==> config.mk <==
export PLATFORM = sky130hd
export DESIGN_NAME = uart_reply_deframer_crc8
export DESIGN_NICKNAME = d
export VERILOG_FILES = /design/src/urdc_pkg.sv /design/src/urdc_out_buf.sv /design/src/uart_reply_deframer_crc8.sv
export SDC_FILE = /design/constraint.sdc
export NUM_CORES = 1
export LEC_CHECK = 0
export BUFFER_PORTS_ARGS = -buffer_cell sky130_fd_sc_hd__buf_2
export CORE_AREA = 3 3 163 165
export DETAILED_ROUTE_END_ITERATION = 8
export DIE_AREA = 0 0 166 168
export GPL_TIMING_DRIVEN = 1
export SETUP_SLACK_MARGIN = 0.5
export SLEW_MARGIN = 20
export SYNTH_ARGS = -nofsm -noshare
export SYNTH_HDL_FRONTEND = slang
export SYNTH_SLANG_ARGS = --single-unit
==> constraint.sdc <==
create_clock -name clk -period 4.95 [get_ports clk]
set_clock_uncertainty 0.15 [all_clocks]
set_input_delay 0.2475 -clock clk [delete_from_list [all_inputs] [get_ports clk]]
set_output_delay 0.2475 -clock clk [all_outputs]
set_load 0.02 [all_outputs]
==> src/urdc_pkg.sv <==
`timescale 1ns / 1ps
// Shared types, codes and the CRC-8 byte update for the UART reply deframer.
// No dependencies; imported by urdc_out_buf and uart_reply_deframer_crc8.
package urdc_pkg;

  localparam int CFG_IDX_W = 4;
  localparam int CFG_DAT_W = 16;

  localparam logic [CFG_IDX_W-1:0] REG_SYNC    = 4'd0;
  localparam logic [CFG_IDX_W-1:0] REG_TIMEOUT = 4'd1;

  localparam logic [1:0] FN_START = 2'd0;
  localparam logic [1:0] FN_BYTE  = 2'd1;
  localparam logic [1:0] FN_TICK  = 2'd2;
  localparam logic [1:0] FN_RSVD  = 2'd3;

  localparam logic [1:0] ST_OK      = 2'd0;
  localparam logic [1:0] ST_CRC     = 2'd1;
  localparam logic [1:0] ST_TIMEOUT = 2'd2;

  localparam logic [7:0]  SYNC_RST    = 8'h05;
  localparam logic [15:0] TIMEOUT_RST = 16'd20;
  localparam logic [7:0]  SYNC_MID    = 8'hFF;
  localparam logic [7:0]  CRC_POLY    = 8'h07;
  localparam logic [2:0]  LAST_DATA   = 3'd4;

  typedef enum logic [2:0] {
    PH_IDLE    = 3'b001,
    PH_SEARCH  = 3'b010,
    PH_COLLECT = 3'b100
  } phase_t;

  typedef struct packed {
    logic [1:0]  status;
    logic [31:0] data;
  } res_t;

  // CRC-8, poly 0x07, byte taken LSB first
  function automatic logic [7:0] crc8_byte(input logic [7:0] crc, input logic [7:0] b);
    logic [7:0] c;
    logic       fb;
    c = crc;
    for (int k = 0; k < 8; k++) begin
      fb = c[7] ^ b[k];
      c  = {c[6:0], 1'b0} ^ (fb ? CRC_POLY : 8'h00);
    end
    return c;
  endfunction

  localparam logic [7:0] PRE_CRC_RST = crc8_byte(crc8_byte(8'h00, SYNC_RST), SYNC_MID);

endpackage

==> src/urdc_out_buf.sv <==
`timescale 1ns / 1ps
// Result output register with one skid entry for the reply deframer.
// Depends on urdc_pkg for res_t.
module urdc_out_buf (
  input  logic            clk,
  input  logic            rst_n,
  input  logic            push,
  input  urdc_pkg::res_t  push_res,
  output logic            full,
  output logic            out_valid,
  input  logic            out_stall,
  output urdc_pkg::res_t  out_res
);
  import urdc_pkg::*;

  logic out_valid_r, out_valid_nxt;
  logic skid_valid_r, skid_valid_nxt;
  res_t out_res_r, out_res_nxt;
  res_t skid_res_r, skid_res_nxt;

  always_comb begin
    out_valid_nxt  = out_valid_r;
    out_res_nxt    = out_res_r;
    skid_valid_nxt = skid_valid_r;
    skid_res_nxt   = skid_res_r;
    if (!out_valid_r || !out_stall) begin
      if (skid_valid_r) begin
        out_valid_nxt  = 1'b1;
        out_res_nxt    = skid_res_r;
        skid_valid_nxt = push;
        skid_res_nxt   = push_res;
      end else begin
        out_valid_nxt = push;
        out_res_nxt   = push_res;
      end
    end else if (push) begin
      skid_valid_nxt = 1'b1;
      skid_res_nxt   = push_res;
    end
  end

  always_ff @(posedge clk) begin
    if (!rst_n) begin
      out_valid_r  <= 1'b0;
      skid_valid_r <= 1'b0;
    end else begin
      out_valid_r  <= out_valid_nxt;
      skid_valid_r <= skid_valid_nxt;
    end
    out_res_r  <= out_res_nxt;
    skid_res_r <= skid_res_nxt;
  end

  assign full      = skid_valid_r;
  assign out_valid = out_valid_r;
  assign out_res   = out_res_r;

endmodule

==> src/uart_reply_deframer_crc8.sv <==
`timescale 1ns / 1ps
// UART reply deframer: sync search, 4-byte data collection, CRC-8 check, timeout.
// A result is registered in urdc_out_buf (output register, or its skid entry while out_stall holds) before out_*.
// Throughput: one input word per cycle while in_stall is low; the CRC advances one byte per collected data word.
// in_stall rises only when both the output register and its skid entry are full.
// Reset (synchronous, rst_n low): idle, config back to sync 0x05 and timeout 20.
// Depends on urdc_pkg and urdc_out_buf.
module uart_reply_deframer_crc8 (
  input  logic                           clk,
  input  logic                           rst_n,
  input  logic                           in_valid,
  output logic                           in_stall,
  input  logic [1:0]                     in_func,
  input  logic [7:0]                     in_reg_addr,
  input  logic [7:0]                     in_rx_byte,
  output logic                           out_valid,
  input  logic                           out_stall,
  output logic [1:0]                     out_status,
  output logic [31:0]                    out_reg_data,
  input  logic                           cfg_valid,
  output logic                           cfg_ready,
  input  logic [urdc_pkg::CFG_IDX_W-1:0] cfg_index,
  input  logic [urdc_pkg::CFG_DAT_W-1:0] cfg_wdata
);
  import urdc_pkg::*;

  logic [7:0]  sync_r, sync_nxt;
  logic [15:0] timeout_r, timeout_nxt;
  logic [7:0]  pre_crc_r, pre_crc_nxt;

  phase_t      phase_r, phase_nxt;
  logic [23:0] window_r, window_nxt;
  logic [7:0]  exp_addr_r, exp_addr_nxt;
  logic [2:0]  cnt_r, cnt_nxt;
  logic [31:0] data_r, data_nxt;
  logic [15:0] ticks_r, ticks_nxt;
  logic [7:0]  crc_r, crc_nxt;

  logic        in_accept;
  logic        cfg_accept;
  logic        res_push;
  res_t        res;
  res_t        out_res;
  logic        buf_full;

  assign in_accept  = in_valid && !in_stall;
  assign cfg_ready  = 1'b1;
  assign cfg_accept = cfg_valid && cfg_ready;

  always_comb begin
    sync_nxt    = sync_r;
    timeout_nxt = timeout_r;
    pre_crc_nxt = pre_crc_r;
    if (cfg_accept) begin
      if (cfg_index == REG_SYNC) begin
        sync_nxt    = cfg_wdata[7:0];
        pre_crc_nxt = crc8_byte(crc8_byte(8'h00, cfg_wdata[7:0]), SYNC_MID);
      end else if (cfg_index == REG_TIMEOUT) begin
        timeout_nxt = cfg_wdata[15:0];
      end
    end
  end

  always_comb begin
    phase_nxt    = phase_r;
    window_nxt   = window_r;
    exp_addr_nxt = exp_addr_r;
    cnt_nxt      = cnt_r;
    data_nxt     = data_r;
    ticks_nxt    = ticks_r;
    crc_nxt      = crc_r;
    res_push     = 1'b0;
    res.status   = ST_OK;
    res.data     = 32'h0;
    if (in_accept) begin
      unique case (in_func)
        FN_START: begin
          exp_addr_nxt = in_reg_addr;
          window_nxt   = 24'h0;
          cnt_nxt      = 3'd0;
          data_nxt     = 32'h0;
          ticks_nxt    = timeout_r;
          phase_nxt    = PH_SEARCH;
          if (timeout_r == 16'h0) begin
            phase_nxt  = PH_IDLE;
            res_push   = 1'b1;
            res.status = ST_TIMEOUT;
          end
        end
        FN_TICK: begin
          if (phase_r != PH_IDLE) begin
            ticks_nxt = ticks_r - 16'd1;
            if (ticks_nxt == 16'h0) begin
              phase_nxt  = PH_IDLE;
              res_push   = 1'b1;
              res.status = ST_TIMEOUT;
            end
          end
        end
        FN_BYTE: begin
          unique case (phase_r)
            PH_IDLE: begin
            end
            PH_SEARCH: begin
              window_nxt = {window_r[15:0], in_rx_byte};
              if (window_nxt == {sync_r, SYNC_MID, exp_addr_r}) begin
                phase_nxt = PH_COLLECT;
                cnt_nxt   = 3'd0;
                data_nxt  = 32'h0;
                ticks_nxt = timeout_r;
                crc_nxt   = crc8_byte(pre_crc_r, exp_addr_r);
                if (timeout_r == 16'h0) begin
                  phase_nxt  = PH_IDLE;
                  res_push   = 1'b1;
                  res.status = ST_TIMEOUT;
                end
              end
            end
            PH_COLLECT: begin
              data_nxt = {data_r[23:0], in_rx_byte};
              if (cnt_r == LAST_DATA) begin
                cnt_nxt   = 3'd0;
                phase_nxt = PH_IDLE;
                res_push  = 1'b1;
                if (crc_r != in_rx_byte || crc_r == 8'h00) begin
                  res.status = ST_CRC;
                end else begin
                  res.data = data_r;
                end
              end else begin
                cnt_nxt = cnt_r + 3'd1;
                crc_nxt = crc8_byte(crc_r, in_rx_byte);
              end
            end
            default: begin
            end
          endcase
        end
        FN_RSVD: begin
        end
        default: begin
        end
      endcase
    end
  end

  always_ff @(posedge clk) begin
    if (!rst_n) begin
      sync_r    <= SYNC_RST;
      timeout_r <= TIMEOUT_RST;
      pre_crc_r <= PRE_CRC_RST;
      phase_r   <= PH_IDLE;
      cnt_r     <= 3'd0;
      ticks_r   <= 16'h0;
    end else begin
      sync_r    <= sync_nxt;
      timeout_r <= timeout_nxt;
      pre_crc_r <= pre_crc_nxt;
      phase_r   <= phase_nxt;
      cnt_r     <= cnt_nxt;
      ticks_r   <= ticks_nxt;
    end
    window_r   <= window_nxt;
    exp_addr_r <= exp_addr_nxt;
    data_r     <= data_nxt;
    crc_r      <= crc_nxt;
  end

  urdc_out_buf u_out_buf (
    .clk       (clk),
    .rst_n     (rst_n),
    .push      (res_push),
    .push_res  (res),
    .full      (buf_full),
    .out_valid (out_valid),
    .out_stall (out_stall),
    .out_res   (out_res)
  );

  assign in_stall     = buf_full;
  assign out_status   = out_res.status;
  assign out_reg_data = out_res.data;

  a_stall_needs_out: assert property (@(posedge clk) disable iff (!rst_n)
    in_stall |-> out_valid)
    else $error("input stalled with empty output register");

  a_active_ticks: assert property (@(posedge clk) disable iff (!rst_n)
    (phase_r != PH_IDLE) |-> (ticks_r != 16'h0))
    else $error("frame active with no ticks left");

  a_collect_count: assert property (@(posedge clk) disable iff (!rst_n)
    (phase_r == PH_COLLECT) |-> (cnt_r <= LAST_DATA))
    else $error("byte count past check byte");

  a_data_zero: assert property (@(posedge clk) disable iff (!rst_n)
    (out_valid && out_status != ST_OK) |-> (out_reg_data == 32'h0))
    else $error("nonzero data on error status");

  a_push_idle: assert property (@(posedge clk) disable iff (!rst_n)
    res_push |=> (phase_r == PH_IDLE))
    else $error("result issued without ending the frame");

endmodule
---- After elaboration in Yosys (flattened, before gate mapping) ----
Cells that the tools add are included.
word-level totals
  output and inout port bits .............. 37
  bits in registers ....................... 188
  word-level logic and storage cells ...... 200
  input port bits ......................... 43
operators by class
  reductions and logical operators ........ 24
  add/sub/neg operators ................... 2
  equality and inequality tests ........... 19
  muxes and demuxes ....................... 84
  bitwise operators ....................... 55
operator list
  kind                                                number
  bitwise XOR 8 x 3 -> 8 bit                          27
  two-way mux 34 bit                                  5
  two-way mux 32 bit                                  4
  case mux 32 bit (2 select lines)                    2
  two-way mux 3 bit                                   39
  two-way mux 16 bit                                  4
  case mux 16 bit (3 select lines)                    1
  two-way mux 33 bit                                  1
  logical NOT 16 bit                                  2
  case mux 16 bit (2 select lines)                    1
  == test 24 bit                                      1
  case mux 3 bit (2 select lines)                     3
  bitwise XOR 1 bit                                   18
  two-way mux 8 bit                                   2
  case mux 8 bit (2 select lines)                     1
  subtractor 16 x 1 -> 16 bit, second input constant  1
  two-way mux 1 bit                                   11
  two-way mux 2 bit                                   5
  inequality test 2 bit, second input constant        5
  AND reduction 5 bit                                 2
  case mux 3 bit (3 select lines)                     1
  logical NOT 8 bit                                   1
  inequality test 8 bit                               1
  AND reduction 7 bit                                 1
  other kinds (29)                                    45

---- Longest topological paths before layout ----
  word-level depth ........................ 29
  gate-level depth with buffers ........... 9
  gate-level depth less buffers ........... 9

---- By module ----
Synthesis repeated with hierarchy kept, for this count alone.
unflattened totals
  cell total of the unflattened synthesis .. 784
  area total of the unflattened synthesis .. 9024.9 um^2
by module, submodules not included
  module                    instances  sequential area each (um^2)  cells each  area an instance (um^2)
  uart_reply_deframer_crc8  1          3002.9                       669         6407.4
  urdc_out_buf              1          2082.0                       115         2617.5

---- Worst setup path before layout ----
Ideal clock, no wire load.
  path type ............................... register -> register
  start ................................... register ticks_r[0]
  end ..................................... register u_out_buf.skid_res_r[0] (netlist name) (enable)
  cell stages (with the launch flop) ...... 10
  slack ................................... -0.361 ns
  arrival time ............................ 4.688 ns
  clock period less this slack ............ 5.311 ns
  buffers on the path ..................... 0
  cell sequence ........................... dfxtp_1 inv_1 ha_1 or3b_2 or4_1 xor2_1 nand4bb_1 o32ai_2 o21ai_1 o21ai_0
between the ends
  longest elaborated chain between the ends .. 8
ends and longest elaborated chain
  what                             line                             source
  from (decl)                      uart_reply_deframer_crc8.sv:36   logic [15:0] ticks_r, ticks_nxt;
  from (signal assigned)           uart_reply_deframer_crc8.sv:161  ticks_r <= ticks_nxt;
  subtractor 16 x 1 -> 16 bit      uart_reply_deframer_crc8.sv:92   ticks_nxt = ticks_r - 16'd1;
  logical NOT 16 bit               uart_reply_deframer_crc8.sv:93   if (ticks_nxt == 16'h0) begin
  two-way mux 1 bit                uart_reply_deframer_crc8.sv:93
  two-way mux 1 bit                uart_reply_deframer_crc8.sv:91   if (phase_r != PH_IDLE) begin
  case mux 1 bit (3 select lines)  uart_reply_deframer_crc8.sv:76   unique case (in_func)
  two-way mux 1 bit                uart_reply_deframer_crc8.sv:75   if (in_accept) begin
  nonzero test 2 bit (no line)     -
  AND reduction 2 bit (no line)    -
  to (signal assigned)             urdc_out_buf.sv:51               skid_res_r <= skid_res_nxt;
  to (decl)                        urdc_out_buf.sv:19               res_t skid_res_r, skid_res_nxt;
Every way passes these cells.
A chain may end at the register's enable or synchronous reset.

---- Worst setup path in the final report ----
  start ................................... register ticks_r[0]
  end ..................................... register u_out_buf.skid_res_r[26] (netlist name) (enable)
The elaborated chain is that of the path after synthesis.

==> impl_metrics.env <==
export IMPL_synth_edf_count=132
export IMPL_tightest_slew_ns=0.957
export IMPL_hold_path_class="primary input to flop"
export IMPL_first_pass_iters=4
export IMPL_ys_warn_count=0
export IMPL_rr_startpoint="ticks_r[0]"
export IMPL_gp_congestion=0.849
export IMPL_die_width_um=166
export IMPL_numCtsBuffers=17
export IMPL_synth_area_per_cell_um2=11.1
export IMPL_num_io_pins=80
export IMPL_total_power_mw=3.43
export IMPL_pwr_density_cell_nw_per_um2=332
export IMPL_max_slew_margin_pct=36.2
export IMPL_crit_fanout=34
export IMPL_hold_end="window_r[4]"
export IMPL_ys_types=59
export IMPL_tns_ns=0
export IMPL_avgRoutedWirePerCell_um=15.7
export IMPL_met1_usage_pct=18.4
export IMPL_whs_ns=0.0843
export IMPL_reg2reg_slack_ns=1.34
export IMPL_critPathRequiredTime_ns=4.88
export IMPL_syn_area_um2=8770
export IMPL_drv_slew=0
export IMPL_synth_cells=793
export IMPL_grt_use_met3_pct=2.79
export IMPL_synth_fp_nets=844
export IMPL_grt_start_max_net_pins=54
export IMPL_hold_viol=0
export IMPL_cp_start_kind="flop"
export IMPL_finish_net_count=929
export IMPL_ys_seq_elements=188
export IMPL_clock_sink_count=188
export IMPL_initial_core_util_pct=34.8
export IMPL_run_status="finished clean"
export IMPL_async_reset_ff_share_pct=0
export IMPL_h_tree_depth=4
export IMPL_setup_violations=0
export IMPL_grt_use_total_pct=13.7
export IMPL_ir_drop_mv=0.242
export IMPL_leakagePower_nw=4.11
export IMPL_rows=58
export IMPL_synthTopCellsByArea="edfxtp_1, dfxtp_1, xnor2_1"
export IMPL_grt_pass1_wl_um=31100
export IMPL_drt_iter0_markers=478
export IMPL_fmax_mhz=277
export IMPL_worst_setup_path_end_kind="flop"
export IMPL_io_buffer_count=78
export IMPL_grtUsageMet2_pct=22.8
export IMPL_antennaDiodeCount=0
export IMPL_coreArea_um2=25200
export IMPL_max_cap_viol_count=0
export IMPL_tritoncts="yes"
export IMPL_antenna_found_initial=0
export IMPL_avgViaCountPerCell=4.93
export IMPL_worstRegToRegCells=10
export IMPL_drc=0
export IMPL_post_synth_top_count_cell="edfxtp_1"
export IMPL_die_y_um=168
export IMPL_synth_top_cells_by_count="edfxtp_1, nand2_1, xnor2_1, dfxtp_1, a21oi_1"
export IMPL_min_from="in_rx_byte[4]"
export IMPL_cp_arrival_ns=3.54
export IMPL_hpwl_um=12900
export IMPL_grt_pass1_vias=5886
export IMPL_final_layout_size_suffix_gt1_share_pct=15.0
export IMPL_ys_seq_area_share_pct=58.0
export IMPL_yosysTopAreaCell="edfxtp_1"
export IMPL_grt_busiest_layer="met2"
export IMPL_drt_wl_total_um=19100
export IMPL_clk_latency_ns=0.43
export IMPL_die_area_um2=27900
export IMPL_hold_depth=2
export IMPL_pre_cts_ws_ns=1.33
export IMPL_cts_setup_buffers=0
export IMPL_r2r_end="u_out_buf.skid_res_r[26]"
export IMPL_fin_crit_sh_pct=72.9
export IMPL_vias=6014
export IMPL_worstSetupPathType="flop to flop"
export IMPL_ys_flop_type="edfxtp_1"
export IMPL_finalCriticalPeriod_ns=3.61
export IMPL_rsz0062_at_grt="false"
export IMPL_area_delta_synth_final_pct=17.8
export IMPL_ant_nets=0
export IMPL_clk_pin_slew_ns=0.08
export IMPL_grt_overflow_total=0
export IMPL_synth_top_area_share_pct=45.2
export IMPL_cts_buffer_depth=2
export IMPL_layout_setup_ws_ns=1.34
export IMPL_cts_root_buf="clkbuf_16"
export IMPL_final_fill_count=2393
sequential cells by signal (all words and copies together), names as in the netlist, 3 cells and up:
register              count
phase_r                   3
timeout_r                16
u_out_buf.out_res        34
crc_r                     8
sync_r                    8
exp_addr_r                8
cnt_r                     3
u_out_buf.skid_res_r     34
pre_crc_r                 8
data_r                   32
ticks_r                  16
window_r                 16
layout by cell type (no fill, tap or decap), types with 4 or more instances in the layout:
cell	netlist	layout
edfxtp_1	132	132
a21oi_1	53	53
nor3_1	5	5
xor2_1	27	27
nor4_1	14	13
nand4_1	10	10
a21o_1	33	33
and2_1	51	51
or4_1	5	5
and3_1	35	35
clkinv_8	0	6
buf_2	4	78
a211oi_1	4	4
dfxtp_1	56	56
o211ai_1	13	13
nand3_1	15	15
dlygate4sd3_1	0	24
inv_1	13	13
xnor2_1	59	59
o21ai_0	21	20
buf_4	4	9
nor2b_1	8	8
o21ai_1	4	4
ha_1	8	8
nor2_1	30	30
clkbuf_16	0	17
nand2_1	101	100
where the power goes:
group	internal (mW)	leakage, nW	switching (mW)
clock network	0.698	0.297	0.702
registers	1.70	1.71	0.0241
logic	0.129	2.11	0.178
total	2.53	4.11	0.904
per-layer routing:
metal	vias to the layer above	routed length, um	part of all wire (%)
met4	0	209	1.1
met2	127	9160	48
li1	3017	-	-
met1	2856	8930	47
met3	14	824	4.3
met5	-	0	0
area by class of cell:
class	count	area [um^2]	share of cell area, %
inverter	13	48.8	0.472
clock buffer	17	425	4.12
tap	330	413	4.00
clock inverter	15	200	1.94
timing repair buffer	111	698	6.76
multi-input combinational	547	3460	33.5
sequential	188	5080	49.2
logic make-up (layout without fill, tap and decap cells):
logic type      after synthesis  after routing  share of synthesized area (%)
compound gates              153            153                           11.4
xor+xnor                     86             86                           8.59
fa+ha+maj                     8              8                           1.14
buf+inv                      58            156                           2.88
flops                       188            188                           58.0
mux                           3              3                          0.357
other cells                   1              1                         0.0428
simple gates                296            296                           17.6
per-stage QoR:
step           area (um^2)  cells  utilization, %
3_5_place_dp          9460   1165            37.6
5_1_grt              10300   1221            41.0
2_1_floorplan         8770    793               -
3_3_place_gp          9460   1165            37.6
4_1_cts              10300   1221            41.0
6_report             10300   1221            41.0
worst max path at each step:
stage                     slack (ns)  depth (start not counted)                  endpoint        from
after global routing            1.09                         10   u_out_buf.skid_res_r[6]  ticks_r[0]
after global placement          1.41                         10  u_out_buf.skid_res_r[26]  ticks_r[0]
after detailed placement        1.33                         10  u_out_buf.skid_res_r[25]  ticks_r[0]
final                           1.34                         10  u_out_buf.skid_res_r[26]  ticks_r[0]
after CTS                       1.33                         10   u_out_buf.skid_res_r[9]  ticks_r[0]
after floorplan                 0.56                          9   u_out_buf.skid_res_r[0]  ticks_r[0]
timing repair:
action,CTS,global route
hold buffers,24,0
gates resized for setup,0,0
hold endpoints to repair,32,0
worst max-delay path, stage by stage (launching register included):
cell	delay, ns
dfxtp_1	0.39
inv_1	0.11
ha_1	0.24
or3b_2	0.51
or4_1	0.48
xor2_1	0.20
nand4bb_1	0.19
o32ai_2	0.25
o21ai_1	0.16
o21ai_4	0.14
buf_4	0.41
Power figures use the tool's default switching activity.
